===== config.mk =====
export PLATFORM = sky130hd
export DESIGN_NAME = fgjs_cfg_regs
export DESIGN_NICKNAME = d
export VERILOG_FILES = /design/src/rtl/core/fgjs_pkg.sv /design/src/rtl/core/fgjs_cfg_regs.sv
export SDC_FILE = /design/constraint.sdc
export NUM_CORES = 1
export LEC_CHECK = 0
export BUFFER_PORTS_ARGS = -buffer_cell sky130_fd_sc_hd__buf_2
export CAP_MARGIN = 30
export CORE_AREA = 10 10 188 190
export CTS_CLUSTER_SIZE = 24
export DETAILED_ROUTE_END_ITERATION = 8
export DIE_AREA = 0 0 198 200
export GPL_ROUTABILITY_DRIVEN = 0
export PLACE_DENSITY_LB_ADDON = 0.1
export SYNTH_ARGS = -nofsm -noshare
export SYNTH_HDL_FRONTEND = slang
export SYNTH_SLANG_ARGS = --single-unit

===== constraint.sdc =====
create_clock -name clk -period 1.3 [get_ports clk]
set_clock_uncertainty 0.1 [all_clocks]
set_input_delay 0 -clock clk [delete_from_list [all_inputs] [get_ports clk]]
set_output_delay 0 -clock clk [all_outputs]
set_load 0.01 [all_outputs]

===== src/rtl/core/fgjs_pkg.sv =====
// Package for the fixed-gain joint state filter: payload structs, configuration
// layout, register indexes and arithmetic widths. No dependencies.
package fgjs_pkg;

  localparam int STATE_W   = 32;  // Q16.16 state and measurement
  localparam int COEF_W    = 16;  // Q2.14 coefficients
  localparam int MAX_ORDER = 4;   // coefficient slots per configuration word
  localparam int JOINT_W   = 3;
  localparam int CFG_IDX_W = 3;
  localparam int CFG_W     = 64;

  localparam int JOINTS_DEF = 8;
  localparam int ORDER_DEF  = 4;

  // Q2.14 x Q16.16 products, and sum of up to MAX_ORDER + 1 of them
  localparam int PROD_W   = COEF_W + STATE_W;
  localparam int ACC_W    = PROD_W + 3;
  localparam int ROUND_SH = 14;

  localparam logic [CFG_IDX_W-1:0] REG_ROW_0 = 3'd0;
  localparam logic [CFG_IDX_W-1:0] REG_ROW_1 = 3'd1;
  localparam logic [CFG_IDX_W-1:0] REG_ROW_2 = 3'd2;
  localparam logic [CFG_IDX_W-1:0] REG_ROW_3 = 3'd3;
  localparam logic [CFG_IDX_W-1:0] REG_GAIN  = 3'd4;

  typedef enum logic {
    OP_UPDATE = 1'b0,
    OP_INIT   = 1'b1
  } op_e;

  typedef struct packed {
    op_e                       operation;
    logic [JOINT_W-1:0]        joint_index;
    logic signed [STATE_W-1:0] measurement;
  } item_t;

  typedef struct packed {
    logic [JOINT_W-1:0]        joint_out;
    logic signed [STATE_W-1:0] position;
    logic signed [STATE_W-1:0] velocity;
  } result_t;

  // Row r, column c of the time matrix lives at a[r][c]; bit layout matches the
  // register words (column 0 in the low bits).
  typedef struct packed {
    logic [MAX_ORDER-1:0][MAX_ORDER-1:0][COEF_W-1:0] a;
    logic [MAX_ORDER-1:0][COEF_W-1:0]                l;
  } cfg_t;

endpackage


===== src/rtl/core/fgjs_cfg_regs.sv =====
// Configuration register file: time matrix rows and gain vector.
// Depends on fgjs_pkg.
module fgjs_cfg_regs
  import fgjs_pkg::*;
(
  input  logic                 clk,
  input  logic                 rst,
  input  logic                 wr_en,
  input  logic [CFG_IDX_W-1:0] wr_index,
  input  logic [CFG_W-1:0]     wr_data,
  output cfg_t                 cfg
);

  always_ff @(posedge clk) begin
    if (rst) begin
      cfg <= '0;
    end else if (wr_en) begin
      case (wr_index)
        REG_ROW_0: cfg.a[0] <= wr_data;
        REG_ROW_1: cfg.a[1] <= wr_data;
        REG_ROW_2: cfg.a[2] <= wr_data;
        REG_ROW_3: cfg.a[3] <= wr_data;
        REG_GAIN:  cfg.l    <= wr_data;
        default: ;
      endcase
    end
  end

endmodule


==> impl_results.md <==
* Syn avg cell area at 11.28 um^2
* Most Crowded Layer GR: met2
* Hold path endpoint: cfg[285]
* Hpwl dp at 27940 um
* WL/cell at 19.80 um
* Worst path cell trace: dlygate4sd3_1 > buf_6 > buf_12 > nand2b_1 > mux2i_1
* Clock tree buffer depth at 3
* Seq/Total Area, Yosys at 51.21%
* Synthesized area at 12510 um^2
* CTS tree: yes
* WHS at 0.02950 ns
* R2r setup slk at 0.54 ns
* Final Hold Vio Count at 0
* Leak at 9.017 nW
* Crit-path max cell delay at approximately 0.54 ns
* Met1 Use GR at 22.32%
* Pwr Density at between 1000 and 1500 nW/um^2
* Syn Nets at ~1200
* CTS buffer count at 37
* Hold-critical path depth at 4
* Crit path from: rst
* Slew headroom at ~77%
* Die area at 39600 um^2
* Root Buffer: clkbuf_16
* Family with the most delay on the worst path: buffers and inverters
* First-pass GRT wire length at 59530 um
* Slowest cell on the critical path: dlygate4sd3_1
* Post-DRT Antenna Nets at 0
* Most common cell after layout, fill and taps aside: buf_2
* Layout cell share with drive strength beyond 1 at a little under a third
* R2R cell count at 2
* Flop pwr share at 47.2%
* Final setup fails at 0
* Post-Place Cells at 1870
* Met2 usage at 31.63%
* Skew-Pair Late Insertion Delay at 0.49 ns
* Buf/Inv on CP at 3
* Vias in the first global route at approximately 10000
* Vias at 9406
* Clock Sinks at 320
* Max reg flops at 320
* Overflow after GRT at 0
* Final Max Tran Viols at 0
* Final-stage net count at 1650
* Layout Cells excl Fill at approximately 2000
* Worst VDD drop at approximately 0.0011 V
* NetSw at between 4 and 5 mW
* Setup Slack @ Placement at -0.005553 ns
* Launch point of the worst reg-to-reg path: cfg[38]
* Min-Delay Path Class: input port to flip-flop
* Max_cap viols at 0
* Dpl cell area at between 15000 and 20000 um^2
* CP required at 1.57 ns
* Core Region at 31390 um^2
* Biggest register: cfg
* Status: completed
* Die Width at 198 um
* Routed wire length at 39670 um
* Syn Inst Count at 1109
* Synth warnings at 0
* Clock slew at reported path FFs at about 0.050 ns
* # DRC at 0
* Largest net degree at the start of global routing at 61
* Sw Ratio at 22.58%
* M3 GR Usage at 6.313%
* Largest registers: cfg: 320 flops
* Combinational share of power at between 8 and 9%
* Post-route cell area at ~17000 um^2
* First-pass iteration count of the detailed router at 6
* Initial cell density of the core at about 40%
* CP max FO at 45
* Vias per inst at 4.696
* Synth cell types at 12
* Initial antenna violation count at 1
* Die height at 200 um
* Fmax at just over 0.8 GHz
* RR Endpoint: cfg[38]
* Worst Tran Pin Value at 0.3502 ns
* RSZ-0062 raised after global routing: no
* Hold Path Origin: wr_index[0]
* Crit. End Element: flip-flop
* Buffers on Ports at 389
* Clock power frac at between 40 and 50%
* Final min period at 1.237 ns
* CTS H-Tree Depth at 2
* Ratio of final minimum period to clock period at 95.14%
* Area grow syn2layout at 36.60%
* Final setup TNS at 0 ns
* Top Ports at ~400
* CP arrival at 1.50 ns
* CP startpoint kind: input port
* Synthesized flop and latch total at 320
* Setup WS post-layout at 0.06321 ns
* Initial drt markers at 310
* Commonest cells after routing, fill and taps aside: buf_2 (387), nand2b_1 (383), mux2i_1 (320), dfxtp_1 (320), dlygate4sd3_1 (68)
* WS Path Type: input port to flip-flop
* Total GRT Usage at 19.08%
* Internal power at approximately 17 mW
* FP Rows at 65
## area by class of cell
type | count | area [um^2]
multi-input cells | 711 | 5746
clock inverters | 6 | 55.05
diodes | 2 | 5.005
clock buffers | 52 | 1042
repair buffers | 510 | 3331
flip-flops and latches | 320 | 6406
fillers | 2797 | 14310
well taps | 402 | 503.0
## Yosys cell counts (all sizes together)
cell,n,area [um^2]
nand2b,384,2402
dfxtp,320,6406
and4bb,1,12.51
clkbuf,41,153.9
nand4bb,3,33.78
buf,37,264.0
nand4b,1,8.760
nor4b,1,15.01
or4b,1,10.01
mux2i,320,3203
## logic make-up after synthesis
| family | after synthesis | share of synthesized area, % |
|---|---|---|
| buf+inv | 78 | 3.341 |
| flops | 320 | 51.21 |
| mux | 320 | 25.61 |
| simple gates | 391 | 19.84 |
## stage by stage
| stage | power (mW) | utilization (%) |
|---|---|---|
| finish | 21.50 | 54.43 |
| global route | 22.34 | 54.42 |
| CTS | 21.78 | 54.17 |
| detailed placement | 11.98 | 48.47 |
| global placement | 11.98 | 48.47 |
| floorplan | 11.23 | - |
## worst register-to-register path, cell delays in order (launching register included)
cell,delay [ns]
dfxtp_1,0.36
nand2b_1,0.07
mux2i_1,0.16
## power groups by stage
stage | sequential [mW] | combinational, mW | clock (mW)
global placement | 10.4 | 1.62 | 0
detailed placement | 10.4 | 1.62 | 0
CTS | 10.1 | 1.79 | 9.84
finish | 10.1 | 1.79 | 9.57
global route | 10.2 | 1.93 | 10.2
floorplan | 10.4 | 0.784 | 0
## how the worst max path moves through the flow
stage	end	slack (ns)	depth (start not counted)
after floorplan	cfg[100]	0.28	5
after detailed placement	cfg[126]	-0.006	4
after global placement	cfg[73]	-0.01	4
after global routing	cfg[103]	0.007	5
final	cfg[205]	0.06	5
after CTS	cfg[74]	0.005	5
## per-layer routing
layer / vias up / share of wire (%)
li1: 4592 / -
met4: 0 / 3.6
met1: 4443 / 41
met3: 76 / 8.0
met5: - / 0
met2: 295 / 47
## what timing repair did
action                     4_1_cts  5_1_grt
gates resized for setup          0        9
setup buffers                    0        2
hold buffers                    69        0
setup endpoints to repair        0       32
hold endpoints to repair       320        0
No activity file was read; power rests on OpenSTA's default activity.
