--- config.mk ---
export PLATFORM = sky130hd
export DESIGN_NAME = fgjs_state_mem
export DESIGN_NICKNAME = d
export VERILOG_FILES = /design/src/rtl/core/fgjs_pkg.sv /design/src/rtl/core/fgjs_state_mem.sv
export SDC_FILE = /design/constraint.sdc
export NUM_CORES = 1
export LEC_CHECK = 0
export BUFFER_PORTS_ARGS = -buffer_cell sky130_fd_sc_hd__buf_4
export CAP_MARGIN = 10
export CELL_PAD_IN_SITES_DETAIL_PLACEMENT = 0
export CELL_PAD_IN_SITES_GLOBAL_PLACEMENT = 1
export CORE_ASPECT_RATIO = 1.1
export CORE_MARGIN = 2
export CORE_UTILIZATION = 54
export DETAILED_ROUTE_END_ITERATION = 12
export PLACE_DENSITY_LB_ADDON = 0.2
export REMOVE_ABC_BUFFERS = 1
export SYNTH_ARGS = -nofsm -noshare
export SYNTH_HDL_FRONTEND = slang
export SYNTH_SLANG_ARGS = --single-unit
--- constraint.sdc ---
create_clock -name clk -period 23.6 [get_ports clk]
set_input_delay 4.72 -clock clk [delete_from_list [all_inputs] [get_ports clk]]
set_output_delay 4.72 -clock clk [all_outputs]
set_load 0.02 [all_outputs]
--- src/rtl/core/fgjs_pkg.sv ---
// Package for the fixed-gain joint state filter: payload structs, configuration
// layout, register indexes and arithmetic widths. No dependencies.
package fgjs_pkg;

  localparam int STATE_W   = 32;  // Q16.16 state and measurement
  localparam int COEF_W    = 16;  // Q2.14 coefficients
  localparam int MAX_ORDER = 4;   // coefficient slots per configuration word
  localparam int JOINT_W   = 3;
  localparam int CFG_IDX_W = 3;
  localparam int CFG_W     = 64;

  localparam int JOINTS_DEF = 8;
  localparam int ORDER_DEF  = 4;

  // Q2.14 x Q16.16 products, and sum of up to MAX_ORDER + 1 of them
  localparam int PROD_W   = COEF_W + STATE_W;
  localparam int ACC_W    = PROD_W + 3;
  localparam int ROUND_SH = 14;

  localparam logic [CFG_IDX_W-1:0] REG_ROW_0 = 3'd0;
  localparam logic [CFG_IDX_W-1:0] REG_ROW_1 = 3'd1;
  localparam logic [CFG_IDX_W-1:0] REG_ROW_2 = 3'd2;
  localparam logic [CFG_IDX_W-1:0] REG_ROW_3 = 3'd3;
  localparam logic [CFG_IDX_W-1:0] REG_GAIN  = 3'd4;

  typedef enum logic {
    OP_UPDATE = 1'b0,
    OP_INIT   = 1'b1
  } op_e;

  typedef struct packed {
    op_e                       operation;
    logic [JOINT_W-1:0]        joint_index;
    logic signed [STATE_W-1:0] measurement;
  } item_t;

  typedef struct packed {
    logic [JOINT_W-1:0]        joint_out;
    logic signed [STATE_W-1:0] position;
    logic signed [STATE_W-1:0] velocity;
  } result_t;

  // Row r, column c of the time matrix lives at a[r][c]; bit layout matches the
  // register words (column 0 in the low bits).
  typedef struct packed {
    logic [MAX_ORDER-1:0][MAX_ORDER-1:0][COEF_W-1:0] a;
    logic [MAX_ORDER-1:0][COEF_W-1:0]                l;
  } cfg_t;

endpackage

--- src/rtl/core/fgjs_state_mem.sv ---
// Per-joint state memory: one row of ORDER Q16.16 words per joint, registered
// read with write-first forwarding, per-row valid bits. Depends on fgjs_pkg.
module fgjs_state_mem
  import fgjs_pkg::*;
#(
  parameter int DEPTH = JOINTS_DEF,
  parameter int ORDER = ORDER_DEF,
  parameter int AW    = (DEPTH > 1) ? $clog2(DEPTH) : 1
) (
  input  logic                             clk,
  input  logic                             rst,
  input  logic                             rd_en,
  input  logic [AW-1:0]                    rd_addr,
  output logic [ORDER-1:0][STATE_W-1:0]    rd_row,
  input  logic                             wr_en,
  input  logic [AW-1:0]                    wr_addr,
  input  logic [ORDER-1:0][STATE_W-1:0]    wr_row
);

  logic [ORDER-1:0][STATE_W-1:0] mem [DEPTH];
  logic [DEPTH-1:0]              vld;
  logic [ORDER-1:0][STATE_W-1:0] rd_row_q;
  logic                          rd_vld;

  always_ff @(posedge clk) begin
    if (wr_en) begin
      mem[wr_addr] <= wr_row;
    end
  end

  // same-edge write to the addressed row wins over the array contents
  always_ff @(posedge clk) begin
    if (rd_en) begin
      if (wr_en && wr_addr == rd_addr) begin
        rd_row_q <= wr_row;
      end else begin
        rd_row_q <= mem[rd_addr];
      end
    end
  end

  always_ff @(posedge clk) begin
    if (rst) begin
      vld    <= '0;
      rd_vld <= 1'b0;
    end else begin
      if (wr_en) begin
        vld[wr_addr] <= 1'b1;
      end
      if (rd_en) begin
        rd_vld <= (wr_en && wr_addr == rd_addr) ? 1'b1 : vld[rd_addr];
      end
    end
  end

  // rows never written since reset read as zero
  assign rd_row = rd_vld ? rd_row_q : '0;

endmodule

==> key figures <==
Status
  – Status: finished, final reports clean

Floorplan
  – Top Ports: 266
  – Core box area: 83,100 um2
  – Num rows: 111
  – Die width: 279 um
  – Die area: 85,800 um2
  – Initial Util: 0.543
  – DIE HEIGHT: 307 um

Worst setup path
  – CP endpoint kind: primary output
  – Capture point of the worst reg-to-reg path: rd_row_q[45]$_DFFE_PP_
  – Critical path peak fanout: 70
  – Bufs and invs on worst path: 2
  – Worst r2r path cells: 3
  – Startpoint types: flop
  – Slowest cell on crit path: dfxtp_4
  – Worst reg2reg startpoint: mem[6][45]$_DFFE_PP_
  – Worst path required time: 18.88 ns
  – Crit path max-delay family: buffers and inverters
  – CP max stage delay: 0.86 ns
  – Critical path, cell by cell: buf_4, and2_1, buf_4
  – Critical path type: reg -> out
  – WP data arrival: 2.81 ns
  – R2r setup slk: 21.90 ns
  – Crit-path most repeated cell: buf_4

Synth
  – Syn Area/Cell: 23.3 um2
  – Cell variety after synth: 21
  – Largest area contributor in the netlist: edfxtp_1
  – Seq cells post-synth: 1,161
  – Largest cells by area after synthesis: edfxtp_1 (77%), mux4_2 (13%), mux2_2 (6.4%)
  – Cells after Synth: 1,938
  – Yosys warns: 0
  – Post-Syn Area: 45,100 um2
  – Register area share after synthesis: 0.772
  – Synth top area share: 0.768

STA
  – Actual slew at the worst max-slew pin: 1.09 ns
  – # setup viols final: 0
  – Period utilisation layout: 0.319
  – Clock skew: 0.0180 ns
  – Worst slew margin: 0.274
  – Setup TNS: 0 ns
  – Fin crit period: 7.53 ns
  – Slew Viols, Final: 0
  – RSZ-0062 raised after global routing: no
  – Final Hold Viols: 0
  – Achievable Freq: 133 MHz

Global route
  – Grt ovf: 0
  – Pin count of the biggest net entering global routing: 130
  – Vias in the first global route: 21.8k
  – Initial antenna violation count: 11
  – GR Util All Layers: 0.222
  – First-pass GRT wire length: 139,000 um

Pwr
  – Max VDD drop: 0.0652 mV
  – Pwr/cell area: 84.3 nW/um2
  – P_leak: 17.1 nW

Clock network
  – TritonCTS clock tree: yes
  – Post-CTS setup buffers: 0
  – H-Tree Depth: 3
  – Resized Gates After CTS: 0
  – Clk slew on worst S/H paths: 0.06 ns
  – Num CTS Buffers: 112
  – Hold Buf Count CTS: 0
  – Root Buffer: clkbuf_16
  – Clock Tree Buf Depth: 3
  – Clock tree sinks: 1,161
  – Worst-skew pair later-pin latency: 0.68 ns

Finish
  – Share of layout cells above drive strength 1: 0.421
  – Area added between synthesis and finish: 14.8%
  – NumNets Final: 2,386
  – Cell area after layout: 51,700 um2
  – Fin util: 0.623
  – Filler Cells Inserted: 5,709

Hold path
  – Min-delay src: vld[2]$_SDFFE_PP0P_
  – Hold Path Cell Cnt: 2
  – Hold WC Path Type: reg -> reg
  – Hold endpoint: vld[2]$_SDFFE_PP0P_

Detailed routing
  – Routed WL: 93,500 um
  – DRC Markers: 0
  – Via/cell ratio: 5.94
  – Routed Antenna Nets: 0
  – DR pass1 iterations: 5
  – Vias: 20.3k
  – DR iter-0 viols: 1,617
  – DR WL/cell: 27.3 um

Placed design
  – RePlAce Congestion: 0.693
  – Port bufs: 265
  – Placed Area: 48,200 um2
  – DP Wirelength: 46,900 um

Flow run
  – Max-Cap Viols: 0
==> cell usage in the layout, fill, tap and decap left out, drive strengths merged, types with 7 or more instances in the layout <==
master	n
clkinv	63
mux2	256
dfxtp	9
clkbuf	129
bufinv	8
mux4	258
and2	128
buf	301
diode	7
nor2	12
edfxtp	1152
==> worst max-delay path by stage <==
| stage | from | endpoint | slack, ns | cells after the start |
|---|---|---|---|---|
| 2_1_floorplan | wr_addr[2] | mem[0][0]$_DFFE_PP_ | 4.53 | 1 |
| 3_5_place_dp | rd_addr[0] | rd_row_q[10]$_DFFE_PP_ | 15.58 | 6 |
| 6_report | rd_vld$_SDFFE_PP0P_ | rd_row[95] | 16.07 | 3 |
| 5_1_grt | rd_vld$_SDFFE_PP0P_ | rd_row[95] | 15.87 | 3 |
| 3_3_place_gp | rd_addr[0] | rd_row_q[60]$_DFFE_PP_ | 15.57 | 6 |
| 4_1_cts | rd_vld$_SDFFE_PP0P_ | rd_row[95] | 15.93 | 3 |
==> final cells by class <==
cell class	instances	area, um2	area share
Sequential cell	1161	34800	0.672
Multi-Input combinational cell	672	9750	0.189
Clock buffer	129	2930	0.0567
Timing Repair Buffer	301	2330	0.0451
Tap cell	1073	1340	0.0260
Clock inverter	77	563	0.0109
Antenna cell	7	17.5	0.000339
==> cells in the mapped netlist <==
cell type / n
xnor2_1: 3
o21ba_2: 3
mux2_2: 256
nor4b_1: 1
buf_2: 20
and2_1: 128
buf_1: 14
nor2_1: 12
nand4_1: 1
clkbuf_1: 47
and4b_1: 2
nor4bb_1: 2
mux2i_1: 1
edfxtp_1: 1152
mux4_2: 258
buf_6: 24
nor3_1: 1
dfxtp_1: 9
a311oi_1: 1
nand2_1: 2
nor3b_1: 1
==> metrics by stage <==
step | std cells | hold slack, ns | total power, mW | setup WS, ns
after floorplan | 1833 | 0.435 | 2.57 | 4.53
after global placement | 3207 | 0.443 | 2.69 | 15.57
after detailed placement | 3207 | 0.474 | 2.70 | 15.58
after CTS | 3413 | 0.489 | 4.40 | 15.93
final | 3420 | 0.486 | 4.36 | 16.07
after global routing | 3419 | 0.523 | 4.50 | 15.87
==> power breakdown <==
| part | leakage [nW] | internal [mW] | total (mW) | switching (mW) |
|---|---|---|---|---|
| Clock | 1.73 | 0.970 | 1.71 | 0.736 |
| Sequential | 10.6 | 2.36 | 2.38 | 0.0203 |
| Combinational | 4.70 | 0.134 | 0.276 | 0.142 |
| Total | 17.1 | 3.46 | 4.36 | 0.898 |
==> tightest hold or removal path: stages (launching register included) <==
cell	delay [ns]
dfxtp_1	0.33
nor2_1	0.05
nor2_1	0.07
==> sequential cells by signal, summed over array words and instances (netlist names) <==
| signal | cells |
|---|---|
| rd_vld | 1 |
| rd_row_q | 128 |
| vld | 8 |
| mem | 1024 |
==> routing by layer <==
metal / vias up / part of all wire / global-route usage
li1: 8722 / - / -
met2: 509 / 0.51 / 0.377
met4: 8 / 0.020 / 0.0634
met1: 10923 / 0.41 / 0.298
met5: - / 0.00053 / 0
met3: 137 / 0.053 / 0.0395
==> logic make-up after synthesis <==
kind of cell	after synthesis	share of synthesized area
compound gates	4	0.000861
flops	1161	0.772
simple gates	150	0.0204
mux	515	0.193
xor+xnor	3	0.000583
buf+inv	105	0.0133
No activity file was read; power rests on OpenSTA's default activity.
